### config.mk
export PLATFORM = sky130hd
export DESIGN_NAME = encoder_frame_crc_angle_decoder
export DESIGN_NICKNAME = d
export VERILOG_FILES = /design/src/rtl/core/fcad_pkg.sv /design/src/rtl/core/fcad_scale.sv /design/src/rtl/core/encoder_frame_crc_angle_decoder.sv
export SDC_FILE = /design/constraint.sdc
export NUM_CORES = 1
export LEC_CHECK = 0
export ABC_AREA = 1
export BUFFER_PORTS_ARGS = -buffer_cell sky130_fd_sc_hd__clkbuf_2
export CORE_ASPECT_RATIO = 1.2
export CORE_MARGIN = 2
export CORE_UTILIZATION = 63
export CTS_BUF_LIST = sky130_fd_sc_hd__clkbuf_16
export DETAILED_ROUTE_END_ITERATION = 10
export PLACE_DENSITY_LB_ADDON = 0.15
export SLEW_MARGIN = 40
export SYNTH_ARGS = -nofsm -noshare
export SYNTH_HDL_FRONTEND = slang
export SYNTH_SLANG_ARGS = --single-unit
### constraint.sdc
create_clock -name clk -period 6.9 [get_ports clk]
set_input_delay 1.38 -clock clk [delete_from_list [all_inputs] [get_ports clk]]
set_output_delay 1.38 -clock clk [all_outputs]
set_load 0.005 [all_outputs]
### src/rtl/core/fcad_pkg.sv
// Shared types, constants and the CRC-16/MODBUS byte step for the frame decoder.
// No dependencies; imported by fcad_scale and encoder_frame_crc_angle_decoder.
`default_nettype none

package fcad_pkg;

  // Frame layout: bytes 0..6 are covered by the CRC, 4..6 carry the position,
  // 7..8 carry the little-endian check word.
  localparam logic [3:0] FRAME_LEN   = 4'd9;
  localparam logic [3:0] CRC_BYTES   = 4'd7;
  localparam logic [3:0] IDX_POS_HI  = 4'd4;
  localparam logic [3:0] IDX_POS_MID = 4'd5;
  localparam logic [3:0] IDX_POS_LO  = 4'd6;
  localparam logic [3:0] IDX_CHK_LO  = 4'd7;
  localparam logic [3:0] IDX_CHK_HI  = 4'd8;

  localparam logic [15:0] CRC_INIT = 16'hFFFF;
  localparam logic [15:0] CRC_POLY = 16'hA001;

  // Offset register reset: -151.363 degrees in Q16
  localparam logic [25:0] OFFSET_RESET = 26'h368A312;

  // floor(y/7) for y below 2**26: (y * RECIP7) >> RECIP7_SHIFT is low by at most one
  localparam int unsigned     RECIP7_SHIFT = 29;
  localparam logic [26:0]     RECIP7       = 27'd76695844;
  localparam logic [3:0]      DIVISOR      = 4'd7;

  // Configuration register indexes
  localparam logic REG_ANGLE_OFFSET = 1'b0;

  typedef enum logic [1:0] {
    ST_OK      = 2'd0,
    ST_CRC_ERR = 2'd1,
    ST_SHORT   = 2'd2
  } status_t;

  // One byte of CRC-16/MODBUS, LSB first
  function automatic logic [15:0] crc_byte(input logic [15:0] crc_in, input logic [7:0] b);
    logic [15:0] c;
    c = crc_in ^ {8'h00, b};
    for (int k = 0; k < 8; k++) begin
      if (c[0]) begin
        c = (c >> 1) ^ CRC_POLY;
      end else begin
        c = c >> 1;
      end
    end
    return c;
  endfunction

endpackage

`default_nettype wire

### src/rtl/core/fcad_scale.sv
// Two-stage scaler: scaled = floor(raw * 144 / 7), by reciprocal multiply and one correction.
// Depends on fcad_pkg for the reciprocal constants.
`default_nettype none

module fcad_scale (
  input  wire logic        clk,
  input  wire logic [23:0] raw,
  output logic      [28:0] scaled
);
  import fcad_pkg::*;

  // raw*144/7 = 20*raw + floor(4*raw/7)
  logic [25:0] y;
  logic [52:0] prod_nxt;
  logic [52:0] prod_r;
  logic [25:0] y_r;
  logic [23:0] raw_r;
  logic [23:0] q0;
  logic [26:0] times7;
  logic [26:0] rem;
  logic [23:0] q;
  logic [28:0] scaled_nxt;
  logic [28:0] scaled_r;

  assign y        = {raw, 2'b00};
  assign prod_nxt = 53'(y) * 53'(RECIP7);

  // Stage A: register the product
  always_ff @(posedge clk) begin
    prod_r <= prod_nxt;
    y_r    <= y;
    raw_r  <= raw;
  end

  // Stage B: correct the estimate and add the integer part
  assign q0         = prod_r[RECIP7_SHIFT +: 24];
  assign times7     = {q0, 3'b000} - 27'(q0);
  assign rem        = 27'(y_r) - times7;
  assign q          = q0 + 24'((rem >= 27'(DIVISOR)) ? 1 : 0);
  assign scaled_nxt = {1'b0, raw_r, 4'b0000} + {3'b000, raw_r, 2'b00} + 29'(q);

  always_ff @(posedge clk) begin
    scaled_r <= scaled_nxt;
  end

  assign scaled = scaled_r;

endmodule

`default_nettype wire

### src/rtl/core/encoder_frame_crc_angle_decoder.sv
// Top level of the checked-frame encoder decoder: input register, frame state, result register.
// Depends on fcad_pkg and fcad_scale.
`default_nettype none

// Usage:
//   Input channel (in_valid/in_ready) carries one word per UART event: a data byte
//   (in_idle_event low) or an idle-line event (in_idle_event high) that closes a frame.
//   Data words give no result; each idle word gives exactly one result word on the
//   output channel (out_valid/out_ready): status, turns, fine and angle_q16.
//   Flow: a word is accepted into an input register and processed from there; an idle
//   word's result is loaded into the result register that drives out_*. Throughput is
//   one word per cycle while no idle word waits; the CRC step is unrolled over the byte.
//   The angle is computed by a two-stage reciprocal multiplier that tracks the stored
//   position continuously; a frame's position bytes precede its idle word by at least
//   three words, so the scaled value is always settled when the frame closes.
//   When out_ready is low the result register holds; data words keep flowing, and an
//   idle word waits in the input register, which then drops in_ready.
//   The APB port holds angle_offset_q16 at address 0; write it only while idle.
//   Reset (rst_n low, synchronous) empties both registers, restarts the frame,
//   clears the stored position and angle and loads the default offset.

module encoder_frame_crc_angle_decoder (
  input  wire logic               clk,
  input  wire logic               rst_n,
  // input channel
  input  wire logic               in_valid,
  output logic                    in_ready,
  input  wire logic [7:0]         in_data_byte,
  input  wire logic               in_idle_event,
  // result channel
  output logic                    out_valid,
  input  wire logic               out_ready,
  output logic [1:0]              out_status,
  output logic [11:0]             out_turns,
  output logic [11:0]             out_fine,
  output logic signed [29:0]      out_angle_q16,
  // configuration port
  input  wire logic               cfg_psel,
  input  wire logic               cfg_penable,
  input  wire logic               cfg_pwrite,
  input  wire logic [2:0]         cfg_paddr,
  input  wire logic [31:0]        cfg_pwdata,
  output logic [31:0]             cfg_prdata,
  output logic                    cfg_pready
);
  import fcad_pkg::*;

  logic        s1_valid_r;
  logic [7:0]  s1_byte_r;
  logic        s1_idle_r;
  logic        s1_go;

  logic [3:0]  byte_index_r;
  logic [15:0] running_crc_r;
  logic [23:0] raw_position_r;
  logic [15:0] check_word_r;
  logic [23:0] good_position_r;
  logic [29:0] good_angle_r;
  logic [25:0] offset_r;

  logic [28:0] scaled;
  logic [29:0] angle_sum;
  status_t     status_nxt;

  logic        out_valid_r;
  status_t     out_status_r;
  logic [11:0] out_turns_r;
  logic [11:0] out_fine_r;
  logic [29:0] out_angle_r;

  logic        cfg_write;

  // Configuration: write the offset on the access phase
  assign cfg_pready = 1'b1;
  assign cfg_write  = cfg_psel && cfg_penable && cfg_pwrite;
  assign cfg_prdata = (cfg_paddr[2] == REG_ANGLE_OFFSET) ?
                      {{6{offset_r[25]}}, offset_r} : 32'h0;

  always_ff @(posedge clk) begin
    if (!rst_n) begin
      offset_r <= OFFSET_RESET;
    end else if (cfg_write && (cfg_paddr[2] == REG_ANGLE_OFFSET)) begin
      offset_r <= cfg_pwdata[25:0];
    end
  end

  // Input register advances unless an idle word is blocked by a full result register
  assign s1_go    = s1_valid_r && (!s1_idle_r || !out_valid_r || out_ready);
  assign in_ready = !s1_valid_r || s1_go;

  always_ff @(posedge clk) begin
    if (!rst_n) begin
      s1_valid_r <= 1'b0;
    end else if (in_ready) begin
      s1_valid_r <= in_valid;
    end
  end

  always_ff @(posedge clk) begin
    if (in_ready && in_valid) begin
      s1_byte_r <= in_data_byte;
      s1_idle_r <= in_idle_event;
    end
  end

  // Scaled raw position, tracks raw_position_r through the scaler's product and result registers
  fcad_scale u_scale (
    .clk    (clk),
    .raw    (raw_position_r),
    .scaled (scaled)
  );

  assign angle_sum = {1'b0, scaled} + {{4{offset_r[25]}}, offset_r};

  always_comb begin
    if (byte_index_r < FRAME_LEN) begin
      status_nxt = ST_SHORT;
    end else if (check_word_r != running_crc_r) begin
      status_nxt = ST_CRC_ERR;
    end else begin
      status_nxt = ST_OK;
    end
  end

  // Frame state: collect bytes, close the frame on idle
  always_ff @(posedge clk) begin
    if (!rst_n) begin
      byte_index_r    <= 4'd0;
      running_crc_r   <= CRC_INIT;
      raw_position_r  <= 24'd0;
      check_word_r    <= 16'd0;
      good_position_r <= 24'd0;
      good_angle_r    <= 30'd0;
    end else if (s1_go) begin
      if (!s1_idle_r) begin
        if (byte_index_r < FRAME_LEN) begin
          if (byte_index_r < CRC_BYTES) begin
            running_crc_r <= crc_byte(running_crc_r, s1_byte_r);
          end
          case (byte_index_r)
            IDX_POS_HI:  raw_position_r[23:16] <= s1_byte_r;
            IDX_POS_MID: raw_position_r[15:8]  <= s1_byte_r;
            IDX_POS_LO:  raw_position_r[7:0]   <= s1_byte_r;
            IDX_CHK_LO:  check_word_r[7:0]     <= s1_byte_r;
            IDX_CHK_HI:  check_word_r[15:8]    <= s1_byte_r;
            default: ;
          endcase
          byte_index_r <= byte_index_r + 4'd1;
        end
      end else begin
        if (status_nxt == ST_OK) begin
          good_position_r <= raw_position_r;
          good_angle_r    <= angle_sum;
        end
        byte_index_r  <= 4'd0;
        running_crc_r <= CRC_INIT;
      end
    end
  end

  // Result register: load on idle, drop when taken
  always_ff @(posedge clk) begin
    if (!rst_n) begin
      out_valid_r <= 1'b0;
    end else if (s1_go && s1_idle_r) begin
      out_valid_r <= 1'b1;
    end else if (out_ready) begin
      out_valid_r <= 1'b0;
    end
  end

  always_ff @(posedge clk) begin
    if (s1_go && s1_idle_r) begin
      out_status_r <= status_nxt;
      if (status_nxt == ST_OK) begin
        out_turns_r <= raw_position_r[23:12];
        out_fine_r  <= raw_position_r[11:0];
        out_angle_r <= angle_sum;
      end else begin
        out_turns_r <= good_position_r[23:12];
        out_fine_r  <= good_position_r[11:0];
        out_angle_r <= good_angle_r;
      end
    end
  end

  assign out_valid     = out_valid_r;
  assign out_status    = out_status_r;
  assign out_turns     = out_turns_r;
  assign out_fine      = out_fine_r;
  assign out_angle_q16 = out_angle_r;

endmodule

`default_nettype wire
==> impl_metrics.env, run 1 <==
export IMPL_p_per_area_nw_per_um2=144
export IMPL_dpl_worst_slack_ns=0.410
export IMPL_worstReg2RegEnd="u_scale.scaled[25]"
export IMPL_cp_arrival_ns=6.84
export IMPL_synth_ff_type="dfxtp_1"
export IMPL_hp_class="reg -> reg"
export IMPL_num_vias=19400
export IMPL_nFillCells=2946
export IMPL_worstMarginPinSlew_ns=0.836
export IMPL_setup_slack_ns=0.513
export IMPL_relSlewSlack=0.439
export IMPL_yosys_warnings=0
export IMPL_drtIter0Drc=1455
export IMPL_fmax_ghz=0.157
export IMPL_synth_area_leaders="dfxtp_1, ha_1, fa_1"
export IMPL_final_core_utilization=0.695
export IMPL_worstPathRequired_ns=7.35
export IMPL_worstSetupEndpoint="u_scale.scaled[25]"
export IMPL_cts_clk_slew_worst_paths_ns=0.07
export IMPL_setup_viol=0
export IMPL_grt_pass1_vias=18800
export IMPL_clockBufferDepth=3
export IMPL_numCtsBuffers=28
export IMPL_core_area_sq_um=34900
export IMPL_synthCells=2901
export IMPL_detail_route_wl_per_cell_um=16.9
export IMPL_finalPower_mw=3.49
export IMPL_reg2reg_slack_ns=0.51
export IMPL_holdWs_ns=0.451
export IMPL_async_reset_ff_frac=0
export IMPL_drt_pass1_iter_count=6
export IMPL_cpMostUsedCell="nand2_1"
export IMPL_area_growth_syn_to_layout_pct=9.00
export IMPL_slowest_stage="fa_1"
export IMPL_ff2ff_path_depth=34
export IMPL_cts_tree="done"
export IMPL_critPathKind="reg -> reg"
export IMPL_synthesis_nets=3322
export IMPL_drc_errors=0
export IMPL_yosys_area_top_type="dfxtp_1"
export IMPL_num_rows=75
export IMPL_cp_end_kind="flip-flop"
export IMPL_setup_tns_ns=0
export IMPL_grt_overflow_total=0
export IMPL_worstHoldStart="good_position_r[22]"
export IMPL_port_buffers=132
export IMPL_antenna_left=0
export IMPL_cts_root_buf="clkbuf_16"
export IMPL_seq_area_sq_um=6340
export IMPL_wl_um=59300
export IMPL_grt_util_all_layers=0.324
export IMPL_leakagePower_nw=12.9
export IMPL_dp_hpwl_um=48400
export IMPL_max_stage_delay_ns=0.56
export IMPL_synth_edf_count=65
export IMPL_cts_sinks=284
export IMPL_worstHoldPathCells=2
export IMPL_grt_max_degree=80
export IMPL_multiInputGateArea_sq_um=13700
export IMPL_r2r_start="u_scale.y_r[19]"
export IMPL_io_pins=142
export IMPL_ys_ff_latch=284
export IMPL_die_area_sq_um=36800
export IMPL_drv_slew=0
export IMPL_clock_latency_ns=0.58
export IMPL_ctsHoldBuffers=0
export IMPL_cap_violations=0
export IMPL_ir_worst_vdd_v=0.000194
export IMPL_path_max_fanout=5
export IMPL_antenna_cells=0
export IMPL_start_util=0.637
export IMPL_nNetsFinal=3437
export IMPL_run_status="complete, no violations"
export IMPL_vias_per_cell=5.54
export IMPL_synth_cell_type_count=52
export IMPL_fin_crit_sh=0.926
export IMPL_drive_gt1_frac=0.0734
export IMPL_routabilityCongestion=0.991
export IMPL_avgSynthCellArea_sq_um=7.67
export IMPL_die_h_um=210
export IMPL_startpoint="u_scale.y_r[19]"
export IMPL_cts_htree_levels=1
export IMPL_finalHoldViolCount=0
export IMPL_synth_sequential_area_ratio=0.285
export IMPL_timing_final_crit_period_ns=6.39
export IMPL_synth_top_area_frac=0.197
export IMPL_post_synth_instance_area_sq_um=22200
export IMPL_fin_skew_ns=0.0322
export IMPL_die_x_um=176
export IMPL_antenna_found_initial=0
export IMPL_start_kind="flip-flop"
export IMPL_grt_pass1_wl_um=95400
cells in the mapped netlist (all sizes together) (20+ instances only):
cell type,count
o211ai,20
edfxtp,65
ha,240
nor3,25
a21oi,197
nand3,102
fa,130
xor2,70
nand4,30
xnor2,39
nor2,285
o21ai,213
dfxtp,219
inv,513
buf,24
nand2,595
clkbuf,35
metal layers:
layer / share of wire / global-route usage
met1: 0.42 / 0.425
met2: 0.48 / 0.551
met3: 0.052 / 0.0279
met4: 0.047 / 0.139
met5: 0 / 0
area by class of cell:
type | count | share of cell area
sequential | 284 | 0.261
tap | 462 | 0.0238
multi-input combinational | 2044 | 0.565
inverter | 514 | 0.0796
clock buffer | 28 | 0.0289
timing repair buffer | 144 | 0.0316
clock inverter | 24 | 0.0102
critical path: cells and delay by family, from the launching register on:
family	cells	cell delay [ns]
flops	1	0.44
compound gates	8	1.43
simple gates	17	2.07
fa+ha+maj	5	1.96
buf+inv	4	0.34
placed cells by master (no fill, tap or decap), drive strengths merged, types with 10 or more instances in the layout:
master	count
a21o	17
o211ai	20
edfxtp	65
nor3	25
xor2	70
o21bai	17
nor4	10
nor2	285
dfxtp	219
nand4	30
o21ai	213
inv	517
buf	13
a21oi	197
a31oi	13
clkbuf	159
nand2	595
ha	240
xnor2	39
clkinv	14
fa	130
nand3	102
per-stage QoR:
| step | area (sq um) | std cells |
|---|---|---|
| detailed placement | 23200 | 3446 |
| floorplan | 22200 | 2901 |
| finish | 24300 | 3500 |
| CTS | 24200 | 3498 |
| global placement | 23200 | 3446 |
| global route | 24300 | 3500 |
report_power, final:
| group | leakage (nW) | internal, mW | switching [mW] |
|---|---|---|---|
| Sequential | 2.43 | 1.72 | 0.0259 |
| Clock | 0.470 | 0.895 | 0.667 |
| Combinational | 10.0 | 0.0638 | 0.116 |
cell families (layout without fill, tap and decap cells):
kind of cell,Yosys count,count (layout),synth area share
compound gates,500,500,0.122
xor+xnor,109,109,0.0429
fa+ha+maj,370,370,0.252
buf+inv,573,710,0.101
flops,284,284,0.285
other cells,1,1,0.000169
simple gates,1064,1064,0.196
what timing repair did:
item | CTS | global route
resized for setup | 0 | 13
setup buffers | 0 | 1
setup endpoints to repair | 0 | 11
sequential cells by signal, indices dropped and copies added, names as in the netlist:
| register | cells |
|---|---|
| s1_idle_r | 1 |
| out_angle_q16 | 30 |
| s1_byte_r | 8 |
| running_crc_r | 16 |
| good_angle_r | 30 |
| out_turns | 12 |
| out_fine | 12 |
| byte_index_r | 4 |
| out_valid | 1 |
| u_scale.prod_r | 27 |
| u_scale.y_r | 21 |
| u_scale.scaled | 29 |
| s1_valid_r | 1 |
| check_word_r | 16 |
| good_position_r | 24 |
| out_status | 2 |
| offset_r | 26 |
| raw_position_r | 24 |
worst min-delay path by stage:
stage / slack, ns / to
3_5_place_dp: 0.44 / good_position_r[8]
2_1_floorplan: 0.38 / u_scale.prod_r[4]
5_1_grt: 0.47 / good_position_r[21]
6_report: 0.45 / good_position_r[22]
3_3_place_gp: 0.43 / good_position_r[1]
4_1_cts: 0.45 / good_position_r[8]
Note: power is estimated with default switching activity, not from simulation.
==> run 2, diff against run 1 <==
--- a/config.mk
+++ b/config.mk
@@ -7,9 +7,11 @@
 export LEC_CHECK = 0
 export ABC_AREA = 1
 export BUFFER_PORTS_ARGS = -buffer_cell sky130_fd_sc_hd__clkbuf_2
+export CELL_PAD_IN_SITES_DETAIL_PLACEMENT = 1
+export CELL_PAD_IN_SITES_GLOBAL_PLACEMENT = 1
 export CORE_ASPECT_RATIO = 1.2
 export CORE_MARGIN = 2
-export CORE_UTILIZATION = 63
+export CORE_UTILIZATION = 47
 export CTS_BUF_LIST = sky130_fd_sc_hd__clkbuf_16
 export DETAILED_ROUTE_END_ITERATION = 10
 export PLACE_DENSITY_LB_ADDON = 0.15
==> run 2 against run 1 <==
Compared with the run above:
- clock skew up 0.00076 ns
- sequential power about the same
- die area up 33%
- sequential cell count unchanged
- sequential share of layout area down 0.48 points
- first-iteration DRC count down 44%
- global-route usage down 2.7 points
- non-clock buffer count up 20
- count of clock-buffer cells in the layout up 3
- critical path type unchanged
- largest power group unchanged
==> impl_metrics.env, run 2 (synthesis results as in run 1) <==
export IMPL_run_status="complete, no violations"
export IMPL_ctsHoldBuffers=0
export IMPL_detail_route_wl_per_cell_um=19.8
export IMPL_grt_overflow_total=0
export IMPL_relSlewSlack=0.486
export IMPL_cpMostUsedCell="nand2_1"
export IMPL_worstSetupEndpoint="u_scale.scaled[28]"
export IMPL_numCtsBuffers=30
export IMPL_finalPower_mw=3.52
export IMPL_final_core_utilization=0.527
export IMPL_fin_skew_ns=0.0330
export IMPL_num_vias=19700
export IMPL_start_util=0.474
export IMPL_dp_hpwl_um=61000
export IMPL_routabilityCongestion=0.886
export IMPL_antenna_found_initial=5
export IMPL_start_kind="flip-flop"
export IMPL_drc_errors=0
export IMPL_startpoint="u_scale.prod_r[37]"
export IMPL_wirelength_met1_um=28500
export IMPL_ff2ff_path_depth=36
export IMPL_leakagePower_nw=13.1
export IMPL_ir_worst_vdd_v=0.000194
export IMPL_worstMarginPinSlew_ns=0.765
export IMPL_drt_pass1_iter_count=4
export IMPL_io_pins=142
export IMPL_nNetsFinal=3459
export IMPL_hp_class="reg -> reg"
export IMPL_critPathKind="reg -> reg"
export IMPL_final_common_cell="nand2_1"
export IMPL_worstReg2RegEnd="u_scale.scaled[28]"
export IMPL_num_rows=87
export IMPL_die_area_sq_um=49100
export IMPL_port_buffers=132
export IMPL_final_cell_mix="nand2_1, inv_1, nor2_1"
export IMPL_grt_max_degree=72
export IMPL_p_per_area_nw_per_um2=142
export IMPL_dr_wl_met2_um=38500
export IMPL_clockBufferDepth=3
export IMPL_cts_htree_levels=1
export IMPL_fin_crit_sh=0.937
export IMPL_clock_latency_ns=0.58
export IMPL_slowest_stage="fa_1"
export IMPL_timing_final_crit_period_ns=6.47
export IMPL_grt_util_all_layers=0.297
export IMPL_cts_sinks=284
export IMPL_drive_gt1_frac=0.0869
export IMPL_die_h_um=242
export IMPL_cp_end_kind="flip-flop"
export IMPL_die_x_um=203
export IMPL_drv_slew=0
export IMPL_cts_tree="done"
export IMPL_highest_layer="met4"
export IMPL_core_area_sq_um=46900
export IMPL_fmax_ghz=0.155
export IMPL_path_max_fanout=5
export IMPL_cp_arrival_ns=6.96
export IMPL_setup_viol=0
export IMPL_dr_wl_met3_um=2100
export IMPL_reg2reg_slack_ns=0.43
export IMPL_worstPathRequired_ns=7.39
export IMPL_r2r_start="u_scale.prod_r[37]"
export IMPL_antenna_left=0
export IMPL_cts_root_buf="clkbuf_16"
export IMPL_nFillCells=5981
export IMPL_area_growth_syn_to_layout_pct=11.1
export IMPL_grt_pass1_vias=21200
export IMPL_vias_per_cell=5.35
export IMPL_finalHoldViolCount=0
export IMPL_wl_um=73000
export IMPL_cts_clk_slew_worst_paths_ns=0.06
export IMPL_grt_pass1_wl_um=114000
export IMPL_drtIter0Drc=817
export IMPL_max_stage_delay_ns=0.50
export IMPL_cap_violations=0
-- run 2: per-stage QoR --
stage	setup slack (ns)	hold slack (ns)	cell area [sq um]	instances	TNS, ns
floorplan	1.36	0.377	22200	2901	0
global placement	0.400	0.435	23600	3626	0
detailed placement	0.0811	0.444	23600	3627	0
CTS	0.0134	0.453	24600	3683	0
global route	-0.0854	0.469	24700	3685	-0.218
finish	0.432	0.449	24700	3687	0
-- run 2: how the worst min path moves through the flow --
| stage | end | slack, ns | cells after the start | from |
|---|---|---|---|---|
| after floorplan | u_scale.prod_r[4] | 0.38 | 0 | raw_position_r[0] |
| after global placement | good_position_r[19] | 0.44 | 2 | good_position_r[19] |
| after detailed placement | good_position_r[9] | 0.44 | 2 | good_position_r[9] |
| after CTS | good_position_r[9] | 0.45 | 2 | good_position_r[9] |
| after global routing | good_position_r[21] | 0.47 | 2 | good_position_r[21] |
| final | good_position_r[9] | 0.45 | 2 | good_position_r[9] |
-- run 2: repair_timing --
item	4_1_cts	5_1_grt
setup buffers	0	2
gates resized for setup	0	35
setup endpoints to repair	0	12
endpoints found under the hold margin	0	0
-- run 2: power by group --
part / switching [mW] / total, mW / leakage [nW] / internal [mW]
clock: 0.696 / 1.58 / 0.490 / 0.887
sequential: 0.0261 / 1.74 / 2.43 / 1.72
combinational: 0.124 / 0.188 / 10.2 / 0.0640
-- run 2: area by class of cell --
cell class,instances,area [sq um],area share
clock buffers,31,776,0.0314
flip-flops and latches,284,6340,0.257
well taps,623,779,0.0315
inverters,514,1930,0.0781
diodes,2,5.00,0.000203
repair buffers,164,920,0.0372
clock inverters,25,175,0.00709
multi-input cells,2044,13800,0.558
-- run 2: per-layer routing --
metal	GRT usage	vias up
li1	-	9552
met3	0.0264	163
met2	0.564	341
met5	0	-
met4	0.141	0
met1	0.330	9679
-- run 2: worst max-delay path: cells and delay by family (launching register included) --
kind | cells | cell delay (ns)
AOI/OAI and AO/OA | 3 | 0.61
adders and majority gates | 5 | 1.91
buffers and inverters | 5 | 0.43
DFF | 1 | 0.39
and+or+nand+nor | 23 | 2.99
==> run 3, diff against run 2 <==
--- a/config.mk
+++ b/config.mk
@@ -11,7 +11,7 @@
 export CELL_PAD_IN_SITES_GLOBAL_PLACEMENT = 1
 export CORE_ASPECT_RATIO = 1.2
 export CORE_MARGIN = 2
-export CORE_UTILIZATION = 47
+export CORE_UTILIZATION = 42
 export CTS_BUF_LIST = sky130_fd_sc_hd__clkbuf_16
 export DETAILED_ROUTE_END_ITERATION = 10
 export PLACE_DENSITY_LB_ADDON = 0.15
==> constraint.sdc (replaced) <==
create_clock -name clk -period 5.6 [get_ports clk]
set_input_delay 1.12 -clock clk [delete_from_list [all_inputs] [get_ports clk]]
set_output_delay 1.12 -clock clk [all_outputs]
set_load 0.1 [all_outputs]
==> run 3 against run 2 <==
Compared with the run above:
- worst setup slack got worse by 0.98 ns
- first-iteration DRC count rose by 24%
- final area rose by 16%
- sequential cell count did not move
- the flow now finishes with violations (setup timing)
- utilization rose by 2.1 points
- fmax rose by 5.2%
- power rose by 27%
- critical path type unchanged
- global-route usage fell by 0.54 points
==> impl_metrics.env, run 3 (synthesis results as in run 1) <==
export IMPL_run_status="finished, violations left"
export IMPL_violations="setup timing"
export IMPL_port_buffers=132
export IMPL_finalHoldViolCount=0
export IMPL_ctsHoldBuffers=0
export IMPL_max_stage_delay_ns=0.56
export IMPL_cts_tree="done"
export IMPL_num_vias=21300
export IMPL_numCtsBuffers=31
export IMPL_final_area_sq_um=28800
export IMPL_die_h_um=256
export IMPL_final_cell_mix="nand2_1, inv_1, buf_4"
export IMPL_drv_slew=0
export IMPL_area_growth_syn_to_layout_pct=29.2
export IMPL_power_frac_clock=0.438
export IMPL_fin_crit_sh=1.10
export IMPL_nFillCells=6455
export IMPL_p_per_area_nw_per_um2=155
export IMPL_routabilityCongestion=1.02
export IMPL_cp_end_kind="flip-flop"
export IMPL_seq_area_sq_um=6360
export IMPL_setup_slack_ns=-0.546
export IMPL_cp_arrival_ns=6.65
export IMPL_grt_util_all_layers=0.292
export IMPL_timing_final_crit_period_ns=6.15
export IMPL_clockBufferDepth=3
export IMPL_antenna_cells=0
export IMPL_core_area_sq_um=52500
export IMPL_comb_power_share=0.080
export IMPL_dpl_worst_slack_ns=-0.888
export IMPL_finalPower_mw=4.46
export IMPL_drive_gt1_frac=0.257
export IMPL_wl_um=84900
export IMPL_start_util=0.424
export IMPL_vias_per_cell=5.24
export IMPL_worstPathRequired_ns=6.10
export IMPL_multiInputGateArea_sq_um=15400
export IMPL_ir_worst_vdd_v=0.000231
export IMPL_die_x_um=214
export IMPL_grt_pass1_wl_um=126000
export IMPL_detail_route_wl_per_cell_um=20.9
export IMPL_instances_no_fill=4071
export IMPL_cts_root_buf="clkbuf_16"
export IMPL_dp_cells=3976
export IMPL_cap_violations=0
export IMPL_antenna_left=0
export IMPL_setup_viol=17
export IMPL_cts_clk_slew_worst_paths_ns=0.07
export IMPL_postPlaceCellArea_sq_um=25700
export IMPL_r2r_start="u_scale.y_r[6]"
export IMPL_cpMostUsedCell="nor2_2"
export IMPL_drtIter0Drc=1009
export IMPL_path_max_fanout=4
export IMPL_slowest_stage="fa_1"
export IMPL_fin_skew_ns=0.0188
export IMPL_grt_pass1_vias=23100
export IMPL_fmax_ghz=0.163
export IMPL_worstHoldStart="good_position_r[8]"
export IMPL_drt_pass1_iter_count=4
export IMPL_grt_max_degree=71
export IMPL_die_area_sq_um=54800
export IMPL_dp_hpwl_um=65500
export IMPL_hp_class="reg -> reg"
export IMPL_seqPwrFrac=0.482
export IMPL_grt_overflow_total=0
export IMPL_cts_htree_levels=1
export IMPL_p_switching_mw=1.18
export IMPL_critPathKind="reg -> reg"
export IMPL_io_pins=142
export IMPL_start_kind="flip-flop"
export IMPL_holdWs_ns=0.451
export IMPL_p_sw_frac=0.264
export IMPL_relSlewSlack=0.392
export IMPL_leakagePower_nw=15.0
export IMPL_rsz0062_at_grt="true"
export IMPL_nNetsFinal=3763
export IMPL_startpoint="u_scale.y_r[6]"
export IMPL_worstMarginPinSlew_ns=0.904
export IMPL_p_int_mw=3.29
export IMPL_cts_sinks=284
export IMPL_drc_errors=0
export IMPL_num_rows=92
export IMPL_antenna_found_initial=3
export IMPL_clock_latency_ns=0.59
export IMPL_final_common_cell="nand2_1"
run 3: changes by cell type in the layout (fill, tap and decap cells not counted), sizes merged:
cell      change
buf         +303
clkinv        -1
clkinvlp      -2
diode         -2
inv           +4
run 3: power groups by stage:
stage	logic, mW	clock network, mW	registers (mW)
floorplan	0.233	0	2.22
global placement	0.338	0	2.20
detailed placement	0.348	0	2.20
CTS	0.352	1.98	2.15
global route	0.383	2.07	2.15
finish	0.355	1.96	2.15
run 3: metrics by stage:
stage	utilization	TNS (ns)
6_report	0.548	-5.30
5_1_grt	0.548	-10.39
4_1_cts	0.526	-2.14
3_5_place_dp	0.490	-10.56
3_3_place_gp	0.490	-6.77
2_1_floorplan	-	0
run 3: path summary, 6_finish.rpt:
kind | end | slack, ns | cells after the start
worst max register to register | u_scale.scaled[26] | -0.55 | 37
worst min-delay path | good_position_r[8] | 0.45 | 2
worst min register to register | good_position_r[8] | 0.45 | 2
worst max-delay path | u_scale.scaled[26] | -0.55 | 37
run 3: area by class of cell:
class                   count  share of cell area
well taps                 705              0.0307
clock inverters            26             0.00579
repair buffers            467               0.113
flip-flops and latches    284               0.221
multi-input cells        2044               0.535
inverters                 514              0.0676
clock buffers              31              0.0270
run 3: routing by layer:
metal,track usage,vias to the layer above,part of all wire
met4,0.148,2,0.064
met5,0,-,0.00016
met3,0.0233,226,0.025
met1,0.312,10600,0.38
li1,-,10200,-
met2,0.567,397,0.53
run 3: what timing repair did:
item	in CTS	in global routing
setup endpoints to repair	26	43
buffers inserted	17	22
resized for setup	190	254
pin swaps	74	142
run 3: critical path, delay by kind of cell, from the launching register on:
kind            cells  cell delay [ns]
flops               1             0.36
buf+inv             5             0.38
compound gates      1             0.22
simple gates       24             3.06
xor+xnor            2             0.23
fa+ha+maj           5             1.77
